File: src/tli_pkg.sv
// Shared types and constants for the breakpoint table interpolator.
// Holds the sequencer and divider state types, table entry and divider
// request/response structs. No dependencies.
package tli_pkg;

    localparam int DATA_W  = 32;
    localparam int COUNT_W = 8;
    localparam int INDEX_W = 7;
    localparam int PADDR_W = 3;
    localparam int STEP_W  = 5;

    localparam logic OP_WRITE = 1'b0;
    localparam logic OP_QUERY = 1'b1;

    localparam logic MODE_LINEAR  = 1'b0;
    localparam logic MODE_NEAREST = 1'b1;

    localparam logic REG_ENTRY_COUNT = 1'b0;
    localparam logic REG_INTERP_MODE = 1'b1;

    localparam logic [COUNT_W-1:0] COUNT_RESET = 8'd2;
    localparam logic [STEP_W-1:0]  LAST_STEP   = 5'd31;

    typedef enum logic [2:0] {
        ST_IDLE,
        ST_CHK_FIRST,
        ST_CHK_LAST,
        ST_SEARCH,
        ST_COMPUTE,
        ST_WAIT_DIV,
        ST_RESULT
    } tli_state_t;

    typedef enum logic [1:0] {
        DIV_IDLE,
        DIV_MUL,
        DIV_STEP
    } div_state_t;

    typedef struct packed {
        logic [DATA_W-1:0] x;
        logic [DATA_W-1:0] y;
    } entry_t;

    typedef struct packed {
        logic              start;
        logic [DATA_W-1:0] mcand;
        logic [DATA_W-1:0] mplier;
        logic [DATA_W-1:0] divisor;
    } div_req_t;

    typedef struct packed {
        logic              done;
        logic [DATA_W-1:0] quotient;
    } div_rsp_t;

endpackage

File: src/tli_div.sv
// Multiply-then-divide unit: floor(mcand * mplier / divisor), unsigned.
// A 32x32 multiply, then 32 restoring steps on a shared subtractor.
// Depends on tli_pkg for the request/response structs and state type.
module tli_div (
    input  logic                clk,
    input  logic                rst_n,
    input  tli_pkg::div_req_t   req,
    output tli_pkg::div_rsp_t   rsp
);
    import tli_pkg::*;

    div_state_t        state_reg, state_next;
    logic [DATA_W-1:0] mcand_reg, mcand_next;
    logic [DATA_W-1:0] mplier_reg, mplier_next;
    logic [DATA_W-1:0] divisor_reg, divisor_next;
    logic [DATA_W-1:0] rem_reg, rem_next;
    logic [DATA_W-1:0] quo_reg, quo_next;
    logic [STEP_W-1:0] count_reg, count_next;
    logic              done_reg, done_next;

    logic [2*DATA_W-1:0] product;
    logic [DATA_W:0]     trial;
    logic [DATA_W+1:0]   diff;

    assign product = mcand_reg * mplier_reg;
    assign trial   = {rem_reg, quo_reg[DATA_W-1]};
    assign diff    = {1'b0, trial} - {2'b00, divisor_reg};

    always_comb
    begin
        state_next = state_reg;
        unique case (state_reg)
            DIV_IDLE:
            begin
                if (req.start)
                begin
                    state_next = DIV_MUL;
                end
            end
            DIV_MUL:
            begin
                state_next = DIV_STEP;
            end
            DIV_STEP:
            begin
                if (count_reg == LAST_STEP)
                begin
                    state_next = DIV_IDLE;
                end
            end
            default:
            begin
                state_next = DIV_IDLE;
            end
        endcase
    end

    always_comb
    begin
        mcand_next   = mcand_reg;
        mplier_next  = mplier_reg;
        divisor_next = divisor_reg;
        rem_next     = rem_reg;
        quo_next     = quo_reg;
        count_next   = count_reg;
        done_next    = 1'b0;
        unique case (state_reg)
            DIV_IDLE:
            begin
                if (req.start)
                begin
                    mcand_next   = req.mcand;
                    mplier_next  = req.mplier;
                    divisor_next = req.divisor;
                end
            end
            DIV_MUL:
            begin
                rem_next   = product[2*DATA_W-1:DATA_W];
                quo_next   = product[DATA_W-1:0];
                count_next = '0;
            end
            DIV_STEP:
            begin
                if (!diff[DATA_W+1])
                begin
                    rem_next = diff[DATA_W-1:0];
                    quo_next = {quo_reg[DATA_W-2:0], 1'b1};
                end
                else
                begin
                    rem_next = trial[DATA_W-1:0];
                    quo_next = {quo_reg[DATA_W-2:0], 1'b0};
                end
                count_next = count_reg + 1'b1;
                done_next  = (count_reg == LAST_STEP);
            end
            default:
            begin
                done_next = 1'b0;
            end
        endcase
    end

    always_ff @(posedge clk or negedge rst_n)
    begin
        if (!rst_n)
        begin
            state_reg <= DIV_IDLE;
            count_reg <= '0;
            done_reg  <= 1'b0;
        end
        else
        begin
            state_reg <= state_next;
            count_reg <= count_next;
            done_reg  <= done_next;
        end
    end

    always_ff @(posedge clk)
    begin
        mcand_reg   <= mcand_next;
        mplier_reg  <= mplier_next;
        divisor_reg <= divisor_next;
        rem_reg     <= rem_next;
        quo_reg     <= quo_next;
    end

    assign rsp.done     = done_reg;
    assign rsp.quotient = quo_reg;

endmodule

File: config.mk
export PLATFORM = sky130hd
export DESIGN_NAME = tli_div
export DESIGN_NICKNAME = d
export VERILOG_FILES = /design/src/tli_pkg.sv /design/src/tli_div.sv
export SDC_FILE = /design/constraint.sdc
export NUM_CORES = 2
export LEC_CHECK = 0
export ABC_CLOCK_PERIOD_IN_PS = 8500
export BUFFER_PORTS_ARGS = -buffer_cell sky130_fd_sc_hd__buf_4
export CORE_MARGIN = 3
export CORE_UTILIZATION = 38
export DETAILED_ROUTE_END_ITERATION = 8
export PLACE_DENSITY = 0.56
export SLEW_MARGIN = 15
export SYNTH_ARGS = -nofsm -noshare
export SYNTH_HDL_FRONTEND = slang
export SYNTH_SLANG_ARGS = --single-unit
File: constraint.sdc
create_clock -name clk -period 8.5 [get_ports clk]
set_input_delay 0.85 -clock clk [delete_from_list [all_inputs] [get_ports clk]]
set_output_delay 0.85 -clock clk [all_outputs]
set_load 0.02 [all_outputs]
==> flow_summary_export.csv <==
group,metric,value,unit
timing,min_period_over_period,0.958,
finish,drive_gt1_frac,0.0811,
worst_setup_path,cpMostUsedCell,"fa_1",
status,status,"finished, final reports clean",
die,fp.dieH,335,um
place,post-place-ws,0.278,ns
routing,drt-pass1-iter-count,5,
timing,fin_crit,8.14,ns
global_route,track_usage,0.210,
place,placed_area,43900,um^2
worst_setup_path,critical-path-top-delay-family,"adder cells",
place,hpwl,94.6,mm
global_route,grt_max_degree,86,
logic_synthesis,ys_seq_area_frac,0.122,
global_route,grt.overflow.total,0,
logic_synthesis,syn-mean-instance-area,9.56,um^2
place,portBuffers,131,
routing,wire_per_inst,19.8,um
logic_synthesis,synth-seq-cells,168,
die,core_area,107000,um^2
routing,via_per_inst,5.03,
worst_setup_path,slowest_stage,"edfxtp_1",
cts,cts_tree,"built",
finish,diodes,0,
logic_synthesis,syn_area,41100,um^2
die,num_io_pins,132,
routing,vias,29069,
cts,holdBufCountCts,0,
cts,htreeDepth,4,
routing,drc,0,
cts,cts_root_buffer,"clkbuf_16",
die,die-width,335,um
logic_synthesis,synthFlopType,"edfxtp_1",
logic_synthesis,synth_edf_count,160,
global_route,grt_pass1_wl,180,mm
cts,clk_latency,0.56,ns
worst_setup_path,arrival,8.43,ns
die,dieArea,112000,um^2
global_route,grt_pass1_vias,31196,
finish,finalInstanceArea,44900,um^2
cts,cts_buffers,17,
logic_synthesis,yosysUniqueCellTypes,74,
worst_setup_path,path_max_fanout,14,
finish,area_delta_synth_final,9.32,%
timing,slew-limit-headroom,0.328,
global_route,antenna_found_initial,2,
die,rows,120,
job,cap_violations,0,
timing,report.final.slew_viol_count,0,
timing,worstMarginPinSlew,1.01,ns
worst_setup_path,critPathLaunchType,"flip-flop",
worst_setup_path,crit_path_end_kind,"flip-flop",
cts,path_clk_slew,0.09,ns
timing,maxClockFrequency,123,MHz
cts,cts.sinks,168,
worst_setup_path,crit_path_max_incr_delay,0.65,ns
routing,drt_iter0_drc,1417,
logic_synthesis,synth-warning-count,0,
worst_setup_path,crit_required,8.79,ns
timing,hold_viol,0,
logic_synthesis,syn_inst,4301,
routing,ant_nets,0,
logic_synthesis,synth_nets,5598,
finish,fillCellCount,10688,
cts,clk_path_buf_depth,2,
finish,final_nets,5664,
timing,fin_skew,0.0295,ns
die,initial_core_util,0.383,
logic_synthesis,async_flop_share,0.0476,
hold_path,hold_path.class,"primary input to async pin",
timing,worst_slack,0.355,ns
routing,finalWirelength,114,mm
timing,finalSetupViolCount,0,
place,gp_congestion,0.888,
worst_setup_path,critPathBufInv,5,
worst_setup_path,setup.worst_path.class,"flip-flop to flip-flop",
synth_stat cells, drive strengths merged, types with 7 or more instances:
cell | n | area share
and2 | 597 | 0.091
a21oi | 116 | 0.014
nor2b | 8 | 0.0012
mux2i | 15 | 0.0037
fa | 897 | 0.44
nor3 | 23 | 0.0028
ha | 301 | 0.092
nand4 | 25 | 0.0038
inv | 898 | 0.082
o21a | 15 | 0.0027
and3 | 14 | 0.0022
a31oi | 9 | 0.0015
dfrtp | 8 | 0.0049
nand3 | 21 | 0.0026
xor2 | 32 | 0.0068
edfxtp | 160 | 0.12
xnor2 | 54 | 0.012
nor2 | 58 | 0.0054
o21bai | 13 | 0.0024
buf | 7 | 0.0013
mux2 | 11 | 0.0030
a21o | 43 | 0.0079
clkbuf | 228 | 0.022
o21ai | 114 | 0.014
o211ai | 18 | 0.0033
nand2 | 551 | 0.050
layout make-up:
type / count / area [um^2] / area share
Clock inverter: 15 / 185 / 0.00412
Inverter: 898 / 3370 / 0.0750
Timing Repair Buffer: 282 / 2370 / 0.0526
Tap cell: 1403 / 1760 / 0.0391
Sequential cell: 168 / 5000 / 0.111
Multi-Input combinational cell: 3000 / 31800 / 0.708
Clock buffer: 17 / 425 / 0.00947
what timing repair did:
action	in CTS	in global routing
endpoints found under the setup margin	0	7
buffers inserted	0	33
resized for setup	0	1
path summary, 6_finish.rpt:
| path | from | end | slack, ns | cells past startpoint |
|---|---|---|---|---|
| max | mcand_reg[11]$_DFFE_PP_ | rem_reg[30]$_DFFE_PP_ | 0.36 | 25 |
| min | rst_n | state_reg[1]$_DFFE_PN0P_ | 0.11 | 1 |
| max reg2reg | mcand_reg[11]$_DFFE_PP_ | rem_reg[30]$_DFFE_PP_ | 0.36 | 25 |
| min reg2reg | count_reg[4]$_DFFE_PN0P_ | count_reg[4]$_DFFE_PN0P_ | 0.54 | 2 |
| max in group asynchronous | rst_n | count_reg[3]$_DFFE_PN0P_ | 8.25 | 1 |
| min in group clk | req[65] | mcand_reg[1]$_DFFE_PP_ | 0.46 | 1 |
cells in the final DEF, fill, tap and decap left out, types with 32 or more instances in the layout:
master | netlist | final
ha_1 | 301 | 299
nor2_1 | 57 | 57
edfxtp_1 | 160 | 160
a21oi_1 | 115 | 115
inv_1 | 898 | 898
fa_1 | 897 | 897
xnor2_1 | 54 | 54
o21ai_0 | 111 | 110
a21o_1 | 41 | 41
and2_1 | 597 | 596
buf_4 | 2 | 259
nand2_1 | 551 | 551
xor2_1 | 32 | 32
cells by family after synthesis:
group | synth area share
AO/OA/AOI/OAI | 0.0579
XOR/XNOR | 0.0183
adder cells (fa/ha/maj) | 0.528
buffers and inverters | 0.105
flip-flops | 0.122
multiplexers | 0.00666
AND/OR/NAND/NOR | 0.162
through the flow:
stage,TNS (ns),util,hold slack (ns),cells
4_1_cts,0,0.415,0.0655,5750
3_3_place_gp,0,0.410,0.514,5718
3_5_place_dp,0,0.410,0.532,5718
6_report,0,0.419,0.113,5783
5_1_grt,-0.0115,0.419,0.0859,5783
2_1_floorplan,0,-,0.502,4301
metal layers:
layer	track usage	routed length, um	part of all wire	vias up
li1	-	-	-	13062
met3	0.0243	4770	0.042	158
met2	0.381	60300	0.53	638
met1	0.257	45300	0.40	15209
met5	0	11	0.000096	-
met4	0.0721	3980	0.035	2
Power is left out: the tool's default activity adds up to more than one toggle a clock period on the data nets, which glitch-free logic cannot reach.
